--- config.mk ---
export PLATFORM = sky130hd
export DESIGN_NAME = svs_cell
export DESIGN_NICKNAME = d
export VERILOG_FILES = /design/src/hdl/sorted_version_set_defines.svh /design/src/hdl/svs_pkg.sv /design/src/hdl/svs_cell.sv
export SDC_FILE = /design/constraint.sdc
export NUM_CORES = 1
export LEC_CHECK = 0
export BUFFER_PORTS_ARGS = -buffer_cell sky130_fd_sc_hd__buf_4
export CAP_MARGIN = 20
export CORE_MARGIN = 2
export CORE_UTILIZATION = 39
export CTS_CLUSTER_SIZE = 14
export DETAILED_ROUTE_END_ITERATION = 12
export PLACE_DENSITY = 0.78
export RECOVER_POWER = 25
export SYNTH_ARGS = -nofsm -noshare
export SYNTH_HDL_FRONTEND = slang
export SYNTH_SLANG_ARGS = --single-unit
--- constraint.sdc ---
create_clock -name clock -period 1.8 [get_ports clock]
set_clock_uncertainty 0.15 [all_clocks]
set_input_delay 0.27 -clock clock [delete_from_list [all_inputs] [get_ports clock]]
set_output_delay 0.27 -clock clock [all_outputs]
set_load 0.02 [all_outputs]
--- src/hdl/sorted_version_set_defines.svh ---
// ----------------------------------------------------------------------------
// sorted_version_set_defines
// Assertion macros used by the sorted version set sequencer (svs_ctrl).
// ----------------------------------------------------------------------------
`ifndef SORTED_VERSION_SET_DEFINES_SVH
`define SORTED_VERSION_SET_DEFINES_SVH

// Check that cons holds in the cycle after ante.
`define SVS_ASSERT_NEXT(label, clk, rst, ante, cons) \
   label: assert property (@(posedge clk) disable iff (rst) (ante) |=> (cons)) \
      else $error("sorted version set: next-cycle check failed");

// Check that cons holds in the same cycle as ante.
`define SVS_ASSERT_SAME(label, clk, rst, ante, cons) \
   label: assert property (@(posedge clk) disable iff (rst) (ante) |-> (cons)) \
      else $error("sorted version set: same-cycle check failed");

`endif

--- src/hdl/svs_pkg.sv ---
// ----------------------------------------------------------------------------
// svs_pkg
// Types and constants of the sorted version set.
// ----------------------------------------------------------------------------
`default_nettype none

package svs_pkg;

   // Store size and stored id width
   localparam int CAPACITY = 64;
   localparam int ID_WIDTH = 32;

   // Commands
   localparam logic CMD_INSERT = 1'b0;
   localparam logic CMD_REMOVE = 1'b1;

   // Result status codes
   localparam logic [1:0] STATUS_DONE      = 2'd0;
   localparam logic [1:0] STATUS_DUPLICATE = 2'd1;
   localparam logic [1:0] STATUS_ABSENT    = 2'd2;
   localparam logic [1:0] STATUS_FULL      = 2'd3;

   typedef logic [ID_WIDTH-1:0] id_type;

   typedef struct packed {
      logic        command;
      logic [31:0] version_id;
   } req_type;

   typedef struct packed {
      logic [1:0]  status;
      logic [31:0] lower_neighbour;
      logic [31:0] upper_neighbour;
      logic        set_empty;
   } rsp_type;

   // Sequencer states
   typedef enum logic {
      ST_IDLE,
      ST_UPDATE
   } state_type;

   // Broadcast from the sequencer to every cell
   typedef struct packed {
      logic   cmp_en;
      id_type cmp_key;
      id_type upd_key;
      logic   do_insert;
      logic   do_remove;
   } cell_ctrl_type;

   // What a cell shows its neighbors
   typedef struct packed {
      id_type id;
      logic   valid;
      logic   lt;
      logic   eq;
   } link_type;

   // Summary of the cell row for the sequencer
   typedef struct packed {
      logic   found;
      logic   full;
      logic   valid0;
      logic   valid1;
      logic   lo_hit;
      id_type lo_id;
      logic   hi_hit;
      id_type hi_id;
   } row_status_type;

endpackage

`default_nettype wire

--- src/hdl/svs_cell.sv ---
// ----------------------------------------------------------------------------
// svs_cell
// One slot of the sorted store: compares its id with the key, then keeps,
// takes the key, or shifts in a neighbor's id.
// ----------------------------------------------------------------------------
`default_nettype none

module svs_cell (
   input  wire logic                   clock,
   input  wire logic                   reset,
   input  wire logic                   reset_valid,
   input  wire svs_pkg::cell_ctrl_type ctrl,
   input  wire svs_pkg::link_type      left,
   input  wire svs_pkg::link_type      right,
   output svs_pkg::link_type           link_out,
   output logic                        lo_hit,
   output logic                        hi_hit
);
   import svs_pkg::*;

   id_type id_ff, id_in;
   logic   valid_ff, valid_in;
   logic   lt_ff, lt_in;
   logic   eq_ff, eq_in;

   // Compare on accept, shift on commit
   always_comb begin
      id_in    = id_ff;
      valid_in = valid_ff;
      lt_in    = lt_ff;
      eq_in    = eq_ff;
      if (ctrl.cmp_en) begin
         lt_in = valid_ff && (id_ff < ctrl.cmp_key);
         eq_in = valid_ff && (id_ff == ctrl.cmp_key);
      end
      if (ctrl.do_insert && !lt_ff) begin
         if (left.lt) begin
            id_in    = ctrl.upd_key;
            valid_in = 1'b1;
         end else begin
            id_in    = left.id;
            valid_in = left.valid;
         end
      end else if (ctrl.do_remove && !lt_ff) begin
         id_in    = right.id;
         valid_in = right.valid;
      end
   end

   always_ff @(posedge clock) begin
      if (reset) begin
         id_ff    <= '0;
         valid_ff <= reset_valid;
         lt_ff    <= 1'b0;
         eq_ff    <= 1'b0;
      end else begin
         id_ff    <= id_in;
         valid_ff <= valid_in;
         lt_ff    <= lt_in;
         eq_ff    <= eq_in;
      end
   end

   // Flag this slot as a neighbor of the matching slot
   assign lo_hit   = lt_ff && right.eq;
   assign hi_hit   = left.eq && valid_ff;
   assign link_out = '{id: id_ff, valid: valid_ff, lt: lt_ff, eq: eq_ff};

endmodule

`default_nettype wire

Word level (Yosys, flattened, before mapping)
Cells that the tools add are included.
{"block": "classes", "n_mul": 0, "mux": 7, "n_reduce_logical": 9, "shifts": 0, "n_lt_le_gt_ge": 1, "eq_ne": 1, "n_addsub": 0, "bitwise_logic": 0, "div_mod_pow": 0}
{"operator": "32-bit 2-to-1 mux", "count": 3}
{"operator": "32-bit equality test", "count": 1}
{"operator": "32-bit less-than comparator", "count": 1}
{"operator": "1-bit logical AND", "count": 6}
{"operator": "1-bit 2-to-1 mux", "count": 4}
{"operator": "3-bit nonzero test", "count": 1}
{"operator": "2-bit nonzero test", "count": 1}
{"operator": "1-bit zero test", "count": 1}
{"block": "totals", "latchBits": 0, "mem_bits_rw": 0, "word_cells": 22, "mem_count": 0, "reg_bits": 35, "inputBits": 140, "romBits": 0}

Logic depth before layout (Yosys ltp)
Gate-level depths: netlist of run 1.
{"block": "depth", "word_depth": 5, "mapped_depth": 7, "mapped_depth_nobuf": 7}

Worst setup path before layout of run 1
No wires, ideal clock.
{"block": "synth_path", "path_type": "reg-to-reg", "start": "register id_ff[14]", "end": "register lt_ff", "arrival_ps": 1771, "path_stages_with_launch": 7, "required_time_ps": 1571, "path_slack_ps": -200, "period_less_slack_ps": 2000, "cell_sequence": "dfxtp_1 -> ha_1 -> a21oi_2 -> nand2_1 -> a221o_1 -> o311a_1 -> a211oi_2"}
{"block": "synth_between", "elab_chain_len": 2}
{"item": "from (decl)", "line": "svs_cell.sv:21", "source": "id_type id_ff, id_in;"}
{"item": "from (signal assigned)", "line": "svs_cell.sv:57", "source": "id_ff <= id_in;"}
{"item": "32-bit less-than comparator", "line": "svs_cell.sv:33", "source": "lt_in = valid_ff && (id_ff < ctrl.cmp_key);"}
{"item": "1-bit logical AND", "line": "svs_cell.sv:33"}
{"item": "to (signal assigned)", "line": "svs_cell.sv:59", "source": "lt_ff <= lt_in;"}
{"item": "to (decl)", "line": "svs_cell.sv:23", "source": "logic lt_ff, lt_in;"}
Every way passes these cells.
A chain may end at the register's enable or synchronous reset.

Worst setup path after layout of run 1
{"block": "layout_path", "start": "register id_ff[12]", "end": "register lt_ff"}
The elaborated chain is that of the path after synthesis.

==> results of run 1 <==
-- cell usage after synthesis, drive strengths merged (4+ instances only) --
cell type / count
o21ai: 5
a21oi: 45
mux2i: 32
nand3: 4
nand2: 12
inv: 33
clkbuf: 8
ha: 32
nor2: 69
dfxtp: 34
nand4: 7
a211oi: 34
buf: 17
-- placed cells by master, fill, tap and decap left out, types with 4 or more instances in the layout --
master,Yosys,final
sky130_fd_sc_hd__dfxtp_1,34,17
sky130_fd_sc_hd__ha_4,0,11
sky130_fd_sc_hd__clkbuf_8,0,5
sky130_fd_sc_hd__dfxtp_2,0,14
sky130_fd_sc_hd__buf_4,3,197
sky130_fd_sc_hd__clkbuf_1,8,12
sky130_fd_sc_hd__nor2_1,69,69
sky130_fd_sc_hd__ha_1,32,21
sky130_fd_sc_hd__inv_1,33,33
sky130_fd_sc_hd__nand3_1,4,4
sky130_fd_sc_hd__nand4_1,7,7
sky130_fd_sc_hd__nand2_1,12,12
sky130_fd_sc_hd__mux2i_1,32,32
sky130_fd_sc_hd__a211oi_1,33,33
sky130_fd_sc_hd__a21oi_1,44,42
sky130_fd_sc_hd__buf_12,0,5
-- power groups by stage --
stage	Combinational [mW]	Sequential, mW	Clock [mW]
2_1_floorplan	0.486	1.03	0
3_3_place_gp	1.14	0.944	0
3_5_place_dp	1.17	0.947	0
4_1_cts	1.21	0.934	0.558
5_1_grt	1.33	0.942	0.597
6_report	1.20	0.933	0.541
-- sequential cells by signal, indices dropped and copies added, names as in the netlist --
| register | cells |
|---|---|
| valid_ff | 1 |
| lt_ff | 1 |
| id_ff | 32 |
| eq_ff | 1 |
-- routing by layer --
metal | up-vias | share of wire (%) | GRT usage [%]
met1 | 1435 | 41 | 26.4
met5 | - | 0 | 0
li1 | 1614 | - | -
met2 | 116 | 51 | 42.0
met3 | 8 | 6.7 | 3.51
met4 | 0 | 1.5 | 5.82
-- through the flow --
step,cells,worst slack (ns),hold slack (ns)
after floorplan,350,0.000666,0.282
after detailed placement,613,-0.314,0.322
after global placement,613,-0.265,0.293
after CTS,624,-0.0317,0.117
final,624,-0.0223,0.122
after global routing,624,-0.140,0.128
-- kinds of logic after synthesis --
group / synth area share [%]
AND/OR/NAND/NOR: 15.6
AO/OA/AOI/OAI: 22.0
buffers and inverters: 9.02
flip-flops: 26.5
multiplexers: 12.0
adder cells (fa/ha/maj): 15.0
-- final cells by class --
| cell class | instances | area share [%] |
|---|---|---|
| well taps | 80 | 2.19 |
| repair buffers | 211 | 35.3 |
| clock buffers | 8 | 1.75 |
| inverters | 33 | 2.71 |
| flip-flops and latches | 35 | 16.2 |
| multi-input cells | 257 | 41.9 |
-- repair_timing --
action / 4_1_cts / 5_1_grt
pin swaps: 11 / 7
setup endpoints to repair: 1 / 2
setup buffers: 3 / 0
gates resized for setup: 12 / 6
-- worst paths after layout --
kind | from | to | slack [ns] | cells past startpoint
max | id_ff[12]$_SDFFE_PP0P_ | lt_ff$_SDFFE_PP0P_ | -0.02 | 6
min | reset_valid | valid_ff$_DFFE_PP_ | 0.12 | 3
max reg2reg | id_ff[12]$_SDFFE_PP0P_ | lt_ff$_SDFFE_PP0P_ | -0.02 | 6
min reg2reg | eq_ff$_SDFFE_PP0P_ | eq_ff$_SDFFE_PP0P_ | 0.32 | 2
-- worst max-delay path, cell delays in order (launching register included) --
cell and delay (ns):
sky130_fd_sc_hd__dfxtp_2 0.32, sky130_fd_sc_hd__ha_1 0.26, sky130_fd_sc_hd__nand4_1 0.17, sky130_fd_sc_hd__nor2_1 0.07, sky130_fd_sc_hd__a221o_1 0.30, sky130_fd_sc_hd__o311a_1 0.34, sky130_fd_sc_hd__a211oi_2 0.13
==> results.toml, run 1 <==
[detailed_routing]
routed_vias = 3173
drt.antenna.violating_nets = 0
wl_per_cell_microns = 14.1
drt_first_pass_iters = 4
drt_via_density = 5.08
totalWireLength_microns = 8810
drtIter0Drc = 70
route.detailed.drc = 0

[power_and_ir_drop]
power-per-cell-area_nw_per_um2 = 586
relative_contribution_of_sequential_cells_to_total_power_pct = 34.8
totalPowerFinal_mw = 2.68
swShare_pct = 33.6
ir_worst_vdd_uv = 341
power_frac_clock_pct = 20.2
total_leakage_power_nw = 2.31
comb_power_share_pct = 45.0
switching_power_uw = 899
cell_internal_pwr_mw = 1.78

[timing]
report.final.slew_viol_count = 0
fin_crit_ns = 1.82
max-slew-margin-rel_pct = 64.3
maxClockFrequency_mhz = 549
worst_slew_pin_slew_ns = 0.534
setup_tns_ns = -0.0223
timing.final.crit_share_pct = 101
rsz0062_at_grt = "yes"
report.final.hold_viol_count = 0
finalWorstSetupSlack_ns = -0.0223
setup-violations-final = 1

[global_route]
globalRouteOverflowTotal = 0
grt_start_max_net_pins = 38
grt_use_total_pct = 22.5
antenna_found_initial = 0
grt_pass1_wl_microns = 13600
via_count_of_the_first_global_routing_pass = 3101

[yosys]
synth.distinct_cells = 32
synth_nets = 522
synth.ff_latch_count = 35
syn_inst = 350
synth.area.top_cells = "sky130_fd_sc_hd__dfxtp_1, sky130_fd_sc_hd__ha_1, sky130_fd_sc_hd__mux2i_1, sky130_fd_sc_hd__nor2_1, sky130_fd_sc_hd__a211oi_1"
async_flop_share_pct = 0
dominantRegCellSynth = "sky130_fd_sc_hd__dfxtp_1"
number_of_synthesized_flops_with_an_enable_pin = 1
synth_warnings = 0
synth-seq-area-share_pct = 26.5
synth_top_area_share_pct = 25.4
post_synthesis_instance_area_sq_um = 2680
synth.avg_cell_area_sq_um = 7.65
synth_area_leader_cell = "sky130_fd_sc_hd__dfxtp_1"

[worst_setup_path]
required_time_of_the_worst_setup_path_ns = 1.85
cp_data_arrival_time_ns = 1.87
timing.critical_path.to_type = "flop"
timing.critical_path.from_type = "flop"
crit_type = "reg -> reg"
timing.critical_path.fanout_max = 3

[clocking]
tritoncts_num_sinks = 35
clock_root_buffer_master = "sky130_fd_sc_hd__clkbuf_8"
cts_hold_repair.buffers = 0
cts_htree_levels = 2
cts.reportedPaths.clkPinSlew_ns = 0.07
max-clock-path-buffers = 2
cts_buffers = 5
tritoncts_clock_tree = "yes"
clock_latency_ns = 0.27

[floorplan]
initial_utilization_pct = 39.9
die_area_sq_um = 7540
core_area_sq_um = 6720
floorplan.die.height_microns = 86.9
die_span_x_microns = 86.9
pin_count = 177
core.rowCount = 30

[run_status]
failed_checks = "negative setup slack"
outcome = "finished, violations left"

[place]
post_place_instance_area_sq_um = 4380
gp_congestion = 0.787
numPortBuffers = 175
place.detailed.hpwl_microns = 7070

[final_layout]
area.sequential_sq_um = 739
layout.cell_area.non_filler_sq_um = 4570
antenna_cells_inserted = 0
multiInputGateArea_sq_um = 1920
share_of_layout_cells_above_drive_strength_1_pct = 45.2
final_core_utilization_pct = 68.1
area.growth.synth_to_final_pct = 70.8
nNetsFinal = 715
fillers = 616

[hold_path]
worstHoldPathType = "in -> reg"

[job]
drv.max_cap_violation_count = 0
No activity file was read; power rests on OpenSTA's default activity.
==> inputs of run 2 (changes only) <==
--- a/config.mk
+++ b/config.mk
@@ -8,11 +8,12 @@
 export BUFFER_PORTS_ARGS = -buffer_cell sky130_fd_sc_hd__buf_4
 export CAP_MARGIN = 20
 export CORE_MARGIN = 2
-export CORE_UTILIZATION = 39
+export CORE_UTILIZATION = 43
 export CTS_CLUSTER_SIZE = 14
 export DETAILED_ROUTE_END_ITERATION = 12
-export PLACE_DENSITY = 0.78
+export PLACE_DENSITY = 0.82
 export RECOVER_POWER = 25
+export SETUP_SLACK_MARGIN = 0.5
 export SYNTH_ARGS = -nofsm -noshare
 export SYNTH_HDL_FRONTEND = slang
 export SYNTH_SLANG_ARGS = --single-unit
==> constraint.sdc (replaced) <==
create_clock -name clock -period 1.79 [get_ports clock]
set_clock_uncertainty 0.15 [all_clocks]
set_input_delay 0.2685 -clock clock [delete_from_list [all_inputs] [get_ports clock]]
set_output_delay 0.2685 -clock clock [all_outputs]
set_load 0.02 [all_outputs]
==> results.toml, run 2 (synthesis results as in run 1) <==
[run_status]
outcome = "finished, violations left"
failed_checks = "negative setup slack"

[timing]
rsz0062_at_grt = "yes"
report.final.hold_viol_count = 0
worst_slew_pin_slew_ns = 0.441
setup-violations-final = 1
finalWorstSetupSlack_ns = -0.0555
fin_crit_ns = 1.85
maxClockFrequency_mhz = 542
timing.final.crit_share_pct = 103
report.final.slew_viol_count = 0
max-slew-margin-rel_pct = 70.6

[global_route]
grt_use_total_pct = 28.5
grt_pass1_wl_microns = 16200
grt_start_max_net_pins = 38
antenna_found_initial = 0
globalRouteOverflowTotal = 0
via_count_of_the_first_global_routing_pass = 3368

[final_layout]
max_flop_register = "id_ff"
area.sequential_sq_um = 771
nNetsFinal = 727
fillers = 415
area.growth.synth_to_final_pct = 84.8
final_cell_mix = "sky130_fd_sc_hd__buf_4, sky130_fd_sc_hd__nor2_1, sky130_fd_sc_hd__a21oi_1"
share_of_layout_cells_above_drive_strength_1_pct = 51.1
multiInputGateArea_sq_um = 2010
final_core_utilization_pct = 83.1
finalNonFillerCells = 631
final_common_cell = "sky130_fd_sc_hd__buf_4"
largest_reg_flops = 32
antenna_cells_inserted = 0

[detailed_routing]
wl_per_cell_microns = 16.2
routed_vias = 3346
drtIter0Drc = 107
totalWireLength_microns = 10200
drt_first_pass_iters = 4
drt_via_density = 5.30
route.detailed.drc = 0
drt.antenna.violating_nets = 0

[worst_setup_path]
worst_path_largest_cell_delay_ns = 0.36
critPathSlowestCell = "sky130_fd_sc_hd__dfxtp_4"
buffers_inverters_on_critical_path = 1
crit_type = "reg -> reg"
critical_path.cell_chain = "ha_4 -> nand4_1 -> buf_4 -> nor4_4 -> a21boi_2 -> o311a_1 -> a211oi_2"
timing.critical_path.to_type = "flop"
timing.critical_path.fanout_max = 2
timing.critical_path.from_type = "flop"
cp_data_arrival_time_ns = 1.85
critPathTopFamily = "compound AO/OA/AOI/OAI gates"
required_time_of_the_worst_setup_path_ns = 1.80

[place]
cell_count_after_placement = 603
gp_congestion = 0.817
place.detailed.hpwl_microns = 7440
pre_cts_slack_ns = -0.209
numPortBuffers = 175

[clocking]
clock_latency_ns = 0.28
cts_htree_levels = 2
tritoncts_num_sinks = 35
max-clock-path-buffers = 2
clock_root_buffer_master = "sky130_fd_sc_hd__clkbuf_8"
tritoncts_clock_tree = "yes"
cts.reportedPaths.clkPinSlew_ns = 0.07
cts_hold_repair.buffers = 0
cts_buffers = 5

[job]
drv.max_cap_violation_count = 0

[floorplan]
core_area_sq_um = 5960
die_area_sq_um = 6870
die_span_x_microns = 82.9
initial_utilization_pct = 45.0
core.rowCount = 28
floorplan.die.height_microns = 82.9
pin_count = 177

[power_and_ir_drop]
ir_worst_vdd_uv = 441
power-per-cell-area_nw_per_um2 = 586
total_leakage_power_nw = 2.47

[hold_path]
worstHoldPathType = "in -> reg"
run 2: cell count changes in the layout (fill, tap and decap cells not counted), sizes merged:
cell	before	now
bufbuf	0	1
clkbuf	17	8
clkinv	0	1
o21bai	1	2
buf	202	220
run 2: area by class of cell:
class	count	area share [%]
clock buffer	7	1.54
clock inverter	1	0.101
timing repair buffer	222	37.8
tap	75	1.90
multi-input combinational	258	40.6
inverter	33	2.50
sequential	35	15.6
run 2: report_power, final:
part	switching, mW	total (mW)	internal, mW
Combinational	0.628	1.39	0.757
Sequential	0.0831	0.955	0.872
Clock	0.286	0.560	0.273
run 2: timing repair:
| action | 4_1_cts | 5_1_grt |
|---|---|---|
| setup endpoints to repair | 49 | 51 |
| pin swaps | 13 | 3 |
| hold endpoints to repair | 0 | 0 |
| setup buffers | 13 | 3 |
| gates cloned | 4 | 0 |
| gates resized for setup | 33 | 10 |
run 2: stage by stage:
step                      total power [mW]  cell area (sq um)  hold WS [ns]  setup TNS [ns]
after floorplan                       1.60               3010         0.282               0
after global placement                2.12               4500         0.313          -0.185
after detailed placement              2.17               4500         0.333          -0.209
after CTS                             2.87               4900         0.126         -0.0380
after global routing                  3.06               4950         0.137          -0.169
final                                 2.90               4950         0.135         -0.0555
run 2: worst paths after layout:
kind	endpoint	startpoint	slack, ns	depth (start not counted)
worst min-delay path	eq_ff$_SDFFE_PP0P_	ctrl[66]	0.14	4
worst min register to register	eq_ff$_SDFFE_PP0P_	eq_ff$_SDFFE_PP0P_	0.35	2
worst max-delay path	lt_ff$_SDFFE_PP0P_	id_ff[10]$_SDFFE_PP0P_	-0.06	7
worst max register to register	lt_ff$_SDFFE_PP0P_	id_ff[10]$_SDFFE_PP0P_	-0.06	7
run 2: routing by layer:
metal	track usage, %	up-vias	part of all wire, %
met1	33.1	1523	38
met5	0	-	0
li1	-	1647	-
met4	6.26	0	1.6
met3	6.56	17	8.3
met2	52.9	159	53
run 2: worst reg2reg max path, stage by stage, from the launching register on:
cell	delay, ns
sky130_fd_sc_hd__dfxtp_4	0.36
sky130_fd_sc_hd__ha_4	0.26
sky130_fd_sc_hd__nand4_1	0.11
sky130_fd_sc_hd__buf_4	0.17
sky130_fd_sc_hd__nor4_4	0.27
sky130_fd_sc_hd__a21boi_2	0.19
sky130_fd_sc_hd__o311a_1	0.16
sky130_fd_sc_hd__a211oi_2	0.04
