<file path="src/hdl/sorted_version_set_defines.svh">
// ----------------------------------------------------------------------------
// sorted_version_set_defines
// Assertion macros used by the sorted version set sequencer (svs_ctrl).
// ----------------------------------------------------------------------------
`ifndef SORTED_VERSION_SET_DEFINES_SVH
`define SORTED_VERSION_SET_DEFINES_SVH

// Check that cons holds in the cycle after ante.
`define SVS_ASSERT_NEXT(label, clk, rst, ante, cons) \
   label: assert property (@(posedge clk) disable iff (rst) (ante) |=> (cons)) \
      else $error("sorted version set: next-cycle check failed");

// Check that cons holds in the same cycle as ante.
`define SVS_ASSERT_SAME(label, clk, rst, ante, cons) \
   label: assert property (@(posedge clk) disable iff (rst) (ante) |-> (cons)) \
      else $error("sorted version set: same-cycle check failed");

`endif

</file>
<file path="src/hdl/svs_pkg.sv">
// ----------------------------------------------------------------------------
// svs_pkg
// Types and constants of the sorted version set.
// ----------------------------------------------------------------------------
`default_nettype none

package svs_pkg;

   // Store size and stored id width
   localparam int CAPACITY = 64;
   localparam int ID_WIDTH = 32;

   // Commands
   localparam logic CMD_INSERT = 1'b0;
   localparam logic CMD_REMOVE = 1'b1;

   // Result status codes
   localparam logic [1:0] STATUS_DONE      = 2'd0;
   localparam logic [1:0] STATUS_DUPLICATE = 2'd1;
   localparam logic [1:0] STATUS_ABSENT    = 2'd2;
   localparam logic [1:0] STATUS_FULL      = 2'd3;

   typedef logic [ID_WIDTH-1:0] id_type;

   typedef struct packed {
      logic        command;
      logic [31:0] version_id;
   } req_type;

   typedef struct packed {
      logic [1:0]  status;
      logic [31:0] lower_neighbour;
      logic [31:0] upper_neighbour;
      logic        set_empty;
   } rsp_type;

   // Sequencer states
   typedef enum logic {
      ST_IDLE,
      ST_UPDATE
   } state_type;

   // Broadcast from the sequencer to every cell
   typedef struct packed {
      logic   cmp_en;
      id_type cmp_key;
      id_type upd_key;
      logic   do_insert;
      logic   do_remove;
   } cell_ctrl_type;

   // What a cell shows its neighbors
   typedef struct packed {
      id_type id;
      logic   valid;
      logic   lt;
      logic   eq;
   } link_type;

   // Summary of the cell row for the sequencer
   typedef struct packed {
      logic   found;
      logic   full;
      logic   valid0;
      logic   valid1;
      logic   lo_hit;
      id_type lo_id;
      logic   hi_hit;
      id_type hi_id;
   } row_status_type;

endpackage

`default_nettype wire

</file>
<file path="src/hdl/svs_ctrl.sv">
// ----------------------------------------------------------------------------
// svs_ctrl
// Sequencer of the sorted version set: takes a request, drives the cell row
// through its update and builds the result in the output register.
// ----------------------------------------------------------------------------
`default_nettype none
`include "sorted_version_set_defines.svh"

module svs_ctrl (
   input  wire logic                    clock,
   input  wire logic                    reset,
   input  wire logic                    req_valid,
   output logic                         req_stall,
   input  wire svs_pkg::req_type        req_data,
   output logic                         rsp_valid,
   input  wire logic                    rsp_stall,
   output svs_pkg::rsp_type             rsp_data,
   input  wire logic                    csr_write_en,
   input  wire logic [31:0]             csr_write_data,
   input  wire svs_pkg::row_status_type row,
   output svs_pkg::cell_ctrl_type       cell_ctrl
);
   import svs_pkg::*;

   state_type   state_ff, state_in;
   id_type      key_ff, key_in;
   logic        cmd_ff, cmd_in;
   logic [31:0] invalid_ff, invalid_in;
   logic        rsp_valid_ff, rsp_valid_in;
   rsp_type     rsp_data_ff, rsp_data_in;

   logic   accept;
   logic   fire;
   logic   insert_ok;
   logic   remove_ok;
   id_type lo_val;
   id_type hi_val;

   assign accept = req_valid && (state_ff == ST_IDLE);
   assign fire   = (state_ff == ST_UPDATE) && (!rsp_valid_ff || !rsp_stall);
   assign insert_ok = fire && (cmd_ff == CMD_INSERT) && !row.found && !row.full;
   assign remove_ok = fire && (cmd_ff == CMD_REMOVE) && row.found;

   // Missing neighbors fall back to key-1 and key+1
   assign lo_val = row.lo_hit ? row.lo_id : (key_ff - id_type'(1));
   assign hi_val = row.hi_hit ? row.hi_id : (key_ff + id_type'(1));

   // Next state, request capture and result build
   always_comb begin
      state_in     = state_ff;
      key_in       = key_ff;
      cmd_in       = cmd_ff;
      invalid_in   = invalid_ff;
      rsp_valid_in = rsp_valid_ff && rsp_stall;
      rsp_data_in  = rsp_data_ff;
      if (csr_write_en) begin
         invalid_in = csr_write_data;
      end
      unique case (state_ff)
         ST_IDLE: begin
            if (accept) begin
               key_in   = id_type'(req_data.version_id);
               cmd_in   = req_data.command;
               state_in = ST_UPDATE;
            end
         end
         ST_UPDATE: begin
            if (fire) begin
               rsp_valid_in                = 1'b1;
               rsp_data_in.lower_neighbour = '0;
               rsp_data_in.upper_neighbour = '0;
               if (cmd_ff == CMD_INSERT) begin
                  if (row.found) begin
                     rsp_data_in.status = STATUS_DUPLICATE;
                  end else if (row.full) begin
                     rsp_data_in.status = STATUS_FULL;
                  end else begin
                     rsp_data_in.status = STATUS_DONE;
                  end
               end else begin
                  if (row.found) begin
                     rsp_data_in.status          = STATUS_DONE;
                     rsp_data_in.lower_neighbour = 32'(lo_val);
                     rsp_data_in.upper_neighbour = 32'(hi_val);
                  end else begin
                     rsp_data_in.status          = STATUS_ABSENT;
                     rsp_data_in.lower_neighbour = invalid_ff;
                     rsp_data_in.upper_neighbour = invalid_ff;
                  end
               end
               if (insert_ok) begin
                  rsp_data_in.set_empty = 1'b0;
               end else if (remove_ok) begin
                  rsp_data_in.set_empty = !row.valid1;
               end else begin
                  rsp_data_in.set_empty = !row.valid0;
               end
               state_in = ST_IDLE;
            end
         end
         default: state_in = ST_IDLE;
      endcase
   end

   always_ff @(posedge clock) begin
      if (reset) begin
         state_ff     <= ST_IDLE;
         invalid_ff   <= 32'hFFFF_FFFF;
         rsp_valid_ff <= 1'b0;
      end else begin
         state_ff     <= state_in;
         invalid_ff   <= invalid_in;
         rsp_valid_ff <= rsp_valid_in;
      end
   end

   // Payload registers
   always_ff @(posedge clock) begin
      key_ff      <= key_in;
      cmd_ff      <= cmd_in;
      rsp_data_ff <= rsp_data_in;
   end

   assign req_stall = (state_ff != ST_IDLE);
   assign rsp_valid = rsp_valid_ff;
   assign rsp_data  = rsp_data_ff;

   assign cell_ctrl = '{cmp_en: accept,
                        cmp_key: id_type'(req_data.version_id),
                        upd_key: key_ff,
                        do_insert: insert_ok,
                        do_remove: remove_ok};

   // An accepted request blocks the next one until its update commits
   `SVS_ASSERT_NEXT(a_accept_blocks, clock, reset, accept, req_stall)
   // A new result only comes out of the update step
   `SVS_ASSERT_SAME(a_result_from_update, clock, reset, $rose(rsp_valid_ff),
                    $past(state_ff == ST_UPDATE))
   // A successful insert never leaves the set empty
   `SVS_ASSERT_NEXT(a_insert_not_empty, clock, reset, insert_ok,
                    rsp_valid_ff && !rsp_data_ff.set_empty)

endmodule

`default_nettype wire

</file>
<file path="config.mk">
export PLATFORM = sky130hd
export DESIGN_NAME = svs_ctrl
export DESIGN_NICKNAME = d
export VERILOG_FILES = /design/src/hdl/svs_pkg.sv /design/src/hdl/svs_ctrl.sv
export VERILOG_INCLUDE_DIRS = /design/src /design/src/hdl
export SDC_FILE = /design/constraint.sdc
export NUM_CORES = 1
export LEC_CHECK = 0
export ABC_AREA = 1
export BUFFER_PORTS_ARGS = -buffer_cell sky130_fd_sc_hd__clkbuf_2
export CAP_MARGIN = 10
export CORE_MARGIN = 5
export CORE_UTILIZATION = 35
export CTS_CLUSTER_DIAMETER = 50
export CTS_CLUSTER_SIZE = 28
export DETAILED_ROUTE_END_ITERATION = 6
export PLACE_DENSITY_LB_ADDON = 0.08
export SYNTH_ARGS = -nofsm -noshare
export SYNTH_HDL_FRONTEND = slang
export SYNTH_SLANG_ARGS = --single-unit
</file>
<file path="constraint.sdc">
create_clock -name clock -period 2.5 [get_ports clock]
set_input_delay 0.25 -clock clock [delete_from_list [all_inputs] [get_ports clock]]
set_output_delay 0.25 -clock clock [all_outputs]
set_load 0.03 [all_outputs]
</file>
# After elaboration in Yosys (flattened, before gate mapping)

Index checks and enable logic that the tools add are counted.

$add $sub $neg: 2
Multiply operators: 0
Div/mod/pow operators: 0
Order comparisons: 0
Eq/ne operators: 0
Shift-type cells: 0
Multiplexer cells: 12
Bitwise gates (word level): 2
Reductions and logical operators: 17

Operator list:

| cell                                                                 | count |
|---|---|
| 66-bit 2-to-1 mux                                                    | 1 |
| 32-bit 2-to-1 mux                                                    | 2 |
| 32-bit by 1-bit adder with 32-bit output, second input constant      | 1 |
| 32-bit by 1-bit subtractor with 32-bit output, second input constant | 1 |
| 1-bit logical AND                                                    | 8 |
| 1-bit logical NOT                                                    | 6 |
| 2-bit 2-to-1 mux                                                     | 3 |
| 1-bit 2-to-1 mux                                                     | 5 |
| 2-bit AND reduction                                                  | 2 |
| 1-bit inverter                                                       | 2 |
| 1-bit one-hot mux with 2 select lines                                | 1 |
| 1-bit logical OR                                                     | 1 |

Register bits after elaboration: 134
Bits in latches: 0
Bits in writable memories: 0
ROM bits: 0
Input port bits: 140
Word-level logic and storage cells: 42
Memories kept: 0

# Longest topological paths before layout

Gate-level depths: netlist (run 1).

Depth after elaboration: 6
Depth in mapped cells: 11
Mapped depth without buffers: 10

# Least setup slack after synthesis (run 1)

OpenSTA, ideal clock, no wires.

Path kind: register -> output
Start point: register state_ff (netlist: req_stall)
End point: output cell_ctrl[66] (netlist bit)
Arrival: 2269 ps
Data required time: 2250 ps
Path slack: -19 ps
Cell stages (with the launch flop): 3
Path buffers: 1
Cells stage by stage: dfxtp_1 nor2_1 buf_4

Word-level cells in the longest chain between the ends: 2

Ends and longest elaborated chain:

| element                | line            | text |
|---|---|---|
| from (decl)            | svs_ctrl.sv:25  | `state_type state_ff, state_in;` |
| from (signal assigned) | svs_ctrl.sv:111 | `state_ff <= state_in;` |
| 1-bit inverter         | n/a             |  |
| 1-bit logical AND      | svs_ctrl.sv:39  | `assign accept = req_valid && (state_ff == ST_IDLE);` |
| to (decl)              | svs_ctrl.sv:21  | `output svs_pkg::cell_ctrl_type cell_ctrl` |

No other way between the ends.

# Worst setup path after layout (run 1)

Start point: register key_ff[0]
End point: register rsp_data_ff (netlist bit rsp_data[15]) (data pin)

Word-level cells in the longest chain between the ends: 3

Ends and longest elaborated chain:

| element                                  | line            | text |
|---|---|---|
| from (decl)                              | svs_ctrl.sv:26  | `id_type key_ff, key_in;` |
| from (signal assigned)                   | svs_ctrl.sv:119 | `key_ff <= key_in;` |
| 32-bit by 1-bit adder with 32-bit output | svs_ctrl.sv:46  | `assign hi_val = row.hi_hit ? row.hi_id : (key_ff + id_type'(1));` |
| 32-bit 2-to-1 mux                        | svs_ctrl.sv:46  |  |
| 66-bit 2-to-1 mux                        | svs_ctrl.sv:81  | `if (row.found) begin` |
| to (signal assigned)                     | svs_ctrl.sv:121 | `rsp_data_ff <= rsp_data_in;` |
| to (decl)                                | svs_ctrl.sv:30  | `rsp_type rsp_data_ff, rsp_data_in;` |

No other way between the ends.
A chain may end at the register's enable or synchronous reset.

==> results.cfg, run 1 <==
[sta]
worst_pin_slew_ns = 0.529
tns_ns = 0
max_freq_mhz = 430
drv_slew = 0
setup_viol = 0
hold_viol_final = 0
min_period_ns = 2.32
finClkSkew_ns = 0.00568
period_share = 0.930
slew_headroom = 0.647
rsz0062_at_grt = false
setup_ws_ns = 0.176

[global_route]
grt-ovfl-total = 0
grt_pass1_vias = 7622
grt_pass1_wl_microns = 44600
grtUsageTotal = 0.238
grt_max_degree = 51
grt_antenna_before_repair = 0

[logic_synthesis]
synth_mux_area_frac = 0
synth-seq-cells = 134
synth-simple-area-share = 0.328
synth_top_family_by_area = simple AND/OR/NAND/NOR gates
syn_nets = 1160
synth-compound-area-share = 0.0954
yosys.area_share.adder = 0.00327
ys_seq_area_frac = 0.482
syn_avg_cell_area_sq_um = 7.51
syn_area_sq_um = 7650
synth_xor_xnor_area_share = 0.0103
yosysWarnings = 0
syn_inst = 1018
synth.distinct_cells = 26

[setup_path]
setup.worst_path.start_class = flop
cp.arrival_ns = 2.59
ff2ff_setup_slack_ns = 0.18
crit_path_max_fanout = 9
cp-end-kind = flop
required_ns = 2.77
critPathKind = reg2reg

[detailed_routing]
vias_per_cell = 5.08
wire_per_inst_microns = 19.3
first_iter_violations = 866
finalWirelength_microns = 30100
via_count = 7921
drt_pre_antenna_iters = 5
final_antenna_net_count = 0
drcViolationCount = 0

[clocking]
cts_tree = done
cts.sinks = 134
clk_pin_slew_ns = 0.06
clockBufferDepth = 2
cts_setup_buffers = 0
numCtsBuffers = 17
cts.htree.levels = 4
root_buffer = clkbuf_16
clk_latency_ns = 0.43

[finish]
layout-drive-gt1-share = 0.274
antenna_cells = 0
fill_cells = 2276
design_area_sq_um = 9870
syn2layout_area_growth_pct = 29.0
final_nets = 1407

[power_and_ir_drop]
p_switching_mw = 2.01
swShare = 0.305
peakVddDrop_mv = 0.427
comb_power_share = 0.178
intPower_mw = 4.58
p_leak_nw = 4.39
powerDensity_nw_per_um2 = 668
p_seq_frac = 0.411
pwr-share-clk = 0.411

[place]
io_buffer_count = 275
pre_cts_ws_ns = 0.202
placed_cell_area_sq_um = 9130
dp.final_hpwl_microns = 23400
place.gp.congestion = 0.925

[die]
rows = 54
die_h_microns = 158
start_util = 0.353
io_pins = 276
chipWidth_microns = 158
coreArea_sq_um = 21700
design.die.area_sq_um = 24900

[run]
maxCapViolCount = 0

[worst_hold_path]
hp-class = in2reg

[outcome]
status = complete, no violations
[area by class of cell]
type,instances,area [sq um],share of cell area
flip-flops and latches,134,3680,0.373
multi-input cells,756,3350,0.339
repair buffers,306,1680,0.170
clock buffers,23,510,0.0517
well taps,280,350,0.0355
inverters,50,188,0.0190
clock inverters,9,113,0.0114
[layout by cell type (no fill, tap or decap), types with 16 or more instances in the layout]
cell       synthesis  routed
a21oi_1           74      74
buf_4             37      16
clkbuf_16          0      19
clkbuf_2           0     275
dfxtp_1           34      34
edfxtp_1         100     100
inv_1             48      45
nand2_1          293     293
nand3_1           99      99
nor2_1           188     187
o21ai_0           36      36
[power groups by stage]
stage,logic [mW],clock network [mW],registers [mW]
floorplan,0.537,0,2.93
global placement,1.17,0,2.75
detailed placement,1.16,0,2.75
CTS,1.18,2.74,2.71
global route,1.28,2.84,2.73
finish,1.17,2.71,2.71
[state kept, by name, indices dropped and copies added, names as in the netlist]
name and count:
cmd_ff 1, rsp_data 67, rsp_valid 1, key_ff 32, req_stall 1, invalid_ff 32
[final timing paths]
path,from,to,depth (start not counted)
setup / recovery,key_ff[0]$_DFFE_PP_,rsp_data[15]$_SDFFCE_PN0P_,9
hold / removal,req_data[10],key_ff[10]$_DFFE_PP_,1
setup reg to reg,key_ff[0]$_DFFE_PP_,rsp_data[15]$_SDFFCE_PN0P_,9
hold reg to reg,invalid_ff[25]$_SDFFE_PP1P_,invalid_ff[25]$_SDFFE_PP1P_,2
[per-layer routing]
layer | share of wire | GRT usage
met5 | 0 | 0
met4 | 0.019 | 0.0660
met3 | 0.086 | 0.0528
met2 | 0.45 | 0.365
met1 | 0.45 | 0.340
[per-stage QoR]
step / hold WS (ns) / power [mW] / utilization / cells
CTS: 0.0000197 / 6.62 / 0.455 / 1557
finish: 0.0120 / 6.59 / 0.455 / 1558
detailed placement: 0.436 / 3.92 / 0.421 / 1514
floorplan: 0.319 / 3.46 / - / 1018
global placement: 0.434 / 3.92 / 0.421 / 1514
global route: 0.00113 / 6.85 / 0.455 / 1558
[kinds of logic after synthesis]
group | Yosys count
and+or+nand+nor | 610
AOI/OAI and AO/OA | 135
DFF | 134
buffers and inverters | 128
xor gates and xnor gates | 9
adders and majority gates | 2
[repair_timing]
action | CTS | global route
hold endpoints to repair | 11 | 1
hold buffers | 11 | 1
gates resized for setup | 0 | 0
[cell usage after synthesis]
cell type | number | share of area
o211ai_1 | 14 | 0.014
nor2_2 | 12 | 0.0098
nand4_1 | 6 | 0.0049
nand2_2 | 5 | 0.0041
buf_2 | 6 | 0.0039
a211oi_1 | 2 | 0.0020
a31oi_1 | 3 | 0.0025
inv_2 | 2 | 0.00098
buf_1 | 2 | 0.00098
nand2_1 | 293 | 0.14
xor2_1 | 9 | 0.010
ha_1 | 2 | 0.0033
o21ai_0 | 36 | 0.024
a21oi_1 | 74 | 0.048
nand3_1 | 99 | 0.065
nor2_1 | 188 | 0.092
edfxtp_1 | 100 | 0.39
inv_1 | 48 | 0.024
o21ai_1 | 2 | 0.0013
dfxtp_1 | 34 | 0.089
clkbuf_1 | 33 | 0.016
o21bai_1 | 4 | 0.0039
nor4_1 | 1 | 0.00082
buf_4 | 37 | 0.036
nor3_1 | 2 | 0.0013
nor2_4 | 4 | 0.0059
[worst max-delay path: stages (launching register included)]
cell and delay, ns:
edfxtp_1 0.60, ha_1 0.27, nand2_1 0.11, nor2_4 0.21, nand2_1 0.17, nor2_2 0.25, nand2_1 0.08, nand3_1 0.11
o211ai_1 0.15, a21oi_1 0.20
Power figures use the tool's default switching activity.
==> run 2, diff against run 1 <==
ABC_AREA = default   (was 1)
==> run 2 against run 1 <==
Sequential power hardly changed. Combinational power hardly changed. Non-clock buffer count is 18 higher. Critical path depth is 3 lower. Cell area is 5.9% lower. Final cell count is 22% lower. Sequential share of layout area is 2.4 points higher. First-iteration DRC count is 51% lower. Area after synthesis is 7.2% lower. Die area is 6.7% lower. Largest power group unchanged.
==> results.cfg, run 2 <==
[outcome]
status = complete, no violations

[logic_synthesis]
synth-simple-area-share = 0.177
async_flop_share = 0
synth-seq-cells = 134
syn_inst = 690
yosysWarnings = 0
yosys.area_share.adder = 0.00352
synth_top_family_by_area = simple AND/OR/NAND/NOR gates
synth.distinct_cells = 50
synthFlopType = edfxtp_1
synth_mux_area_frac = 0.00141
synth-compound-area-share = 0.150
syn_nets = 832
synth_xor_xnor_area_share = 0.0691
synth_top_area_share = 0.423
synth_area_leader_cell = edfxtp_1
ys_seq_area_frac = 0.519
synth_commonest_cells = edfxtp_1, nor2b_1, a21oi_1, xnor2_1, nor2_1
yosysMostFrequentCell = edfxtp_1
syn_area_sq_um = 7100
synth_edf_count = 100
yosys-top-cells-area = edfxtp_1, dfxtp_1, xnor2_1
syn_avg_cell_area_sq_um = 10.3

[detailed_routing]
wire_per_inst_microns = 20.6
drcViolationCount = 0
drt_pre_antenna_iters = 5
first_iter_violations = 425
final_antenna_net_count = 0
vias_per_cell = 5.19
via_count = 6322
finalWirelength_microns = 25100

[sta]
slew_headroom = 0.407
hold_viol_final = 0
period_share = 0.908
hold_slack_ns = 0.0179
finClkSkew_ns = 0.00421
rsz0062_at_grt = false
tns_ns = 0
setup_viol = 0
max_freq_mhz = 441
drv_slew = 0
worst_pin_slew_ns = 0.889
min_period_ns = 2.27

[worst_hold_path]
hp-class = in2reg
hp-start = req_data[30]

[finish]
syn2layout_area_growth_pct = 30.7
mostFrequentLayoutCell = clkbuf_2
final_nets = 1078
largest_reg_flops = 67
antenna_cells = 0
layout-drive-gt1-share = 0.383
final_cell_mix = clkbuf_2, edfxtp_1, nor2b_1

[setup_path]
crit_start = key_ff[0]$_DFFE_PP_
slowest_delay_ns = 0.70
critPathKind = reg2reg
r2r_start = key_ff[0]$_DFFE_PP_
crit_chain = ha_1 > nand3_1 > or4_1 > nor3_1 > xnor2_1 > o22ai_1
crit_path_max_fanout = 5
cp-end-kind = flop
cp.arrival_ns = 2.43
required_ns = 2.66
setup.worst_path.start_class = flop
slowest_stage = or4_1

[power_and_ir_drop]
p_total_mw = 6.35
p_leak_nw = 3.76
peakVddDrop_mv = 0.417
powerDensity_nw_per_um2 = 684

[clocking]
cts.sinks = 134
clockBufferDepth = 2
clk_pin_slew_ns = 0.06
cts.htree.levels = 4
root_buffer = clkbuf_16
clk_latency_ns = 0.42
cts_tree = done
cts_resized = 0
numCtsBuffers = 17

[die]
start_util = 0.353
die_h_microns = 152
chipWidth_microns = 152
coreArea_sq_um = 20100
io_pins = 276
rows = 52
design.die.area_sq_um = 23200

[run]
maxCapViolCount = 0

[global_route]
grtUsageTotal = 0.210
grt_max_degree = 38
grt_pass1_wl_microns = 38000
grt_pass1_vias = 6461
grt_antenna_before_repair = 0
grt-ovfl-total = 0

[place]
io_buffer_count = 275
place.gp.congestion = 0.871
dp.final_hpwl_microns = 19300
==> run 2: changes by cell type after synthesis, sizes merged, moves of 17 or more <==
cell   before  now
nor2      204   43
nor4        1   20
inv        50   10
o21ai      38   10
o22ai       0   32
xnor2       0   49
nor3        2   20
nand2     298   34
nand3      99   20
a211o       0   32
a21oi      74   57
nor2b       0   61
==> run 2: final timing paths <==
check / to / slack, ns / depth (start not counted)
min: key_ff[30]$_DFFE_PP_ / 0.02 / 1
max reg2reg: rsp_data[19]$_SDFFCE_PN0P_ / 0.23 / 6
min reg2reg: rsp_valid$_SDFF_PP0_ / 0.55 / 2
max: rsp_data[19]$_SDFFCE_PN0P_ / 0.23 / 6
==> run 2: critical path, delay by kind of cell (launching register included) <==
kind,cells,cell delay [ns]
xor+xnor,1,0.18
compound gates,1,0.11
fa+ha+maj,1,0.21
simple gates,3,1.15
flops,1,0.35
==> run 2: logic make-up (layout without fill, tap and decap cells) <==
logic type,count (synthesis),in the layout
and+or+nand+nor,229,229
muxes,1,1
adders and majority gates,2,2
xor gates and xnor gates,56,56
DFF,134,134
buffers and inverters,107,366
AOI/OAI and AO/OA,161,161
==> run 2: power by group <==
group / internal, mW / switching [mW] / total, mW
registers: 2.58 / 0.112 / 2.69
logic: 0.401 / 0.748 / 1.15
clock network: 1.53 / 0.975 / 2.51
total: 4.51 / 1.84 / 6.35
==> run 2: layout make-up <==
type                            count  area, sq um
Fill cell                        1929        10800
Sequential cell                   134         3680
Multi-Input combinational cell    449         2870
Timing Repair Buffer              324         1750
Clock buffer                       23          543
Tap cell                          270          338
Clock inverter                      9         57.6
Inverter                           10         37.5
==> run 2: timing repair <==
action,CTS,global route
hold buffers,3,0
setup endpoints to repair,0,0
buffers inserted,0,0
endpoints found under the hold margin,3,0
==> run 2: stage by stage <==
stage / area, sq um / worst slack [ns] / std cells / utilization
final: 9280 / 0.230 / 1219 / 0.462
after global placement: 8650 / 0.240 / 1184 / 0.430
after global routing: 9280 / 0.122 / 1219 / 0.462
after detailed placement: 8650 / 0.251 / 1184 / 0.430
after floorplan: 7120 / 0.0591 / 690 / -
after CTS: 9280 / 0.239 / 1219 / 0.462
==> run 2: metal layers <==
metal / wire length [microns] / GRT usage / vias to the layer above
met1: 10700 / 0.274 / 3011
met3: 1860 / 0.0565 / 27
met2: 12100 / 0.347 / 298
met4: 418 / 0.0573 / 0
li1: - / - / 2986
met5: 0 / 0 / -
==> run 3, diff against run 2 <==
SETUP_SLACK_MARGIN = 0.3   (was default)
clock period = 2.94 ns   (was 2.5 ns; I/O delays follow)
==> run 3 against run 2 <==
Sequential power shrank 14%. Sequential cell count is the same. Register-to-register slack gained 0.20 ns. Sequential share of layout area grew 1.3 points. Clock power shrank 21%. Critical path depth shrank 1. Maximum frequency shrank 9.5%. Combinational power shrank 20%. Critical path type unchanged. Largest cell class unchanged.
==> results.cfg, run 3 (synthesis gave the netlist of run 2 again) <==
[setup_path]
crit_buf_inv = 0
crit_chain = nor4_2 > nand4_1 > nor4_1 > xnor2_1 > a21oi_1
cp.arrival_ns = 2.67
critPathKind = reg2reg
slowest_delay_ns = 0.61
cp-end-kind = flop
setup.worst_path.start_class = flop
crit_path_max_fanout = 7
cpLargestDelayFamily = simple AND/OR/NAND/NOR gates
required_ns = 3.10
slowest_stage = nor4_2

[run]
maxCapViolCount = 0

[sta]
slew_headroom = 0.394
hold_viol_final = 0
rsz0062_at_grt = false
setup_viol = 0
worst_pin_slew_ns = 0.909
period_share = 0.853
finClkSkew_ns = 0.00788
tns_ns = 0
min_period_ns = 2.51
max_freq_mhz = 399
drv_slew = 0

[die]
chipWidth_microns = 152
io_pins = 276
rows = 52
design.die.area_sq_um = 23200
die_h_microns = 152
start_util = 0.353
coreArea_sq_um = 20100

[place]
place_inst = 1157
io_buffer_count = 275
dp.final_hpwl_microns = 18800
place.gp.congestion = 0.840

[power_and_ir_drop]
powerDensity_nw_per_um2 = 580
p_leak_nw = 3.60
peakVddDrop_mv = 0.368

[detailed_routing]
drcViolationCount = 0
wire_per_inst_microns = 20.8
vias_per_cell = 5.22
drt_pre_antenna_iters = 6
first_iter_violations = 465
finalWirelength_microns = 24800
final_antenna_net_count = 0
via_count = 6212

[finish]
layout-drive-gt1-share = 0.362
mostFrequentLayoutCell = clkbuf_2
regArea_sq_um = 3680
largest_reg_flops = 67
antenna_cells = 0
fill_cells = 1953
multi_input_area_sq_um = 2870
final_cell_mix = clkbuf_2, edfxtp_1, nor2b_1
fin_cells = 1189
syn2layout_area_growth_pct = 26.7
final_nets = 1048

[clocking]
numCtsBuffers = 17
cts.htree.levels = 4
hold_buffers = 0
clockBufferDepth = 2
cts.sinks = 134
cts_resized = 0
root_buffer = clkbuf_16
cts_tree = done
cts_setup_buffers = 0
clk_pin_slew_ns = 0.06
clk_latency_ns = 0.42

[outcome]
status = complete, no violations

[global_route]
grtUsageTotal = 0.208
grt_antenna_before_repair = 1
grt-ovfl-total = 0
grt_max_degree = 55
grt_pass1_wl_microns = 37300
grt_pass1_vias = 6387

[worst_hold_path]
hp-class = in2reg
-- run 3: cell count changes in the layout (fill, tap and decap cells not counted), sizes merged --
cell         delta
clkbuf          +1
inv             -1
clkinv          +1
buf            -27
clkinvlp        -1
dlygate4sd3     -3
-- run 3: final timing paths --
check                                    from                          end  slack [ns]  cells past startpoint
hold reg to reg   invalid_ff[23]$_SDFFE_PP1P_  invalid_ff[23]$_SDFFE_PP1P_        0.56                      2
setup / recovery          key_ff[5]$_DFFE_PP_   rsp_data[61]$_SDFFCE_PN0P_        0.43                      5
setup reg to reg          key_ff[5]$_DFFE_PP_   rsp_data[61]$_SDFFCE_PN0P_        0.43                      5
hold / removal                   req_data[32]             cmd_ff$_DFFE_PP_        0.06                      1
-- run 3: cell type report --
cell class	count	area share
Inverter	10	0.00417
Timing Repair Buffer	294	0.169
Clock inverter	8	0.00501
Clock buffer	24	0.0559
Sequential cell	134	0.409
Tap cell	270	0.0375
Multi-Input combinational cell	449	0.319
-- run 3: routing by layer --
layer	vias up	part of all wire	GRT usage
met2	297	0.48	0.341
li1	2926	-	-
met1	2949	0.42	0.267
met4	2	0.024	0.0713
met3	38	0.080	0.0554
met5	-	0.00073	0
-- run 3: stage by stage --
step	total power, mW	util	setup WS [ns]	hold WS, ns	area (sq um)
3_3_place_gp	3.27	0.420	0.451	0.483	8450
2_1_floorplan	2.94	-	0.313	0.393	7110
3_5_place_dp	3.28	0.420	0.442	0.488	8450
5_1_grt	5.43	0.448	0.313	0.0457	9000
4_1_cts	5.27	0.448	0.439	0.0435	9000
6_report	5.21	0.448	0.433	0.0638	9000
-- run 3: power breakdown --
part | leakage [nW] | switching, mW | internal [mW]
Clock | 0.277 | 0.789 | 1.19
Combinational | 2.08 | 0.608 | 0.317
Sequential | 1.24 | 0.117 | 2.20
Total | 3.60 | 1.51 | 3.70
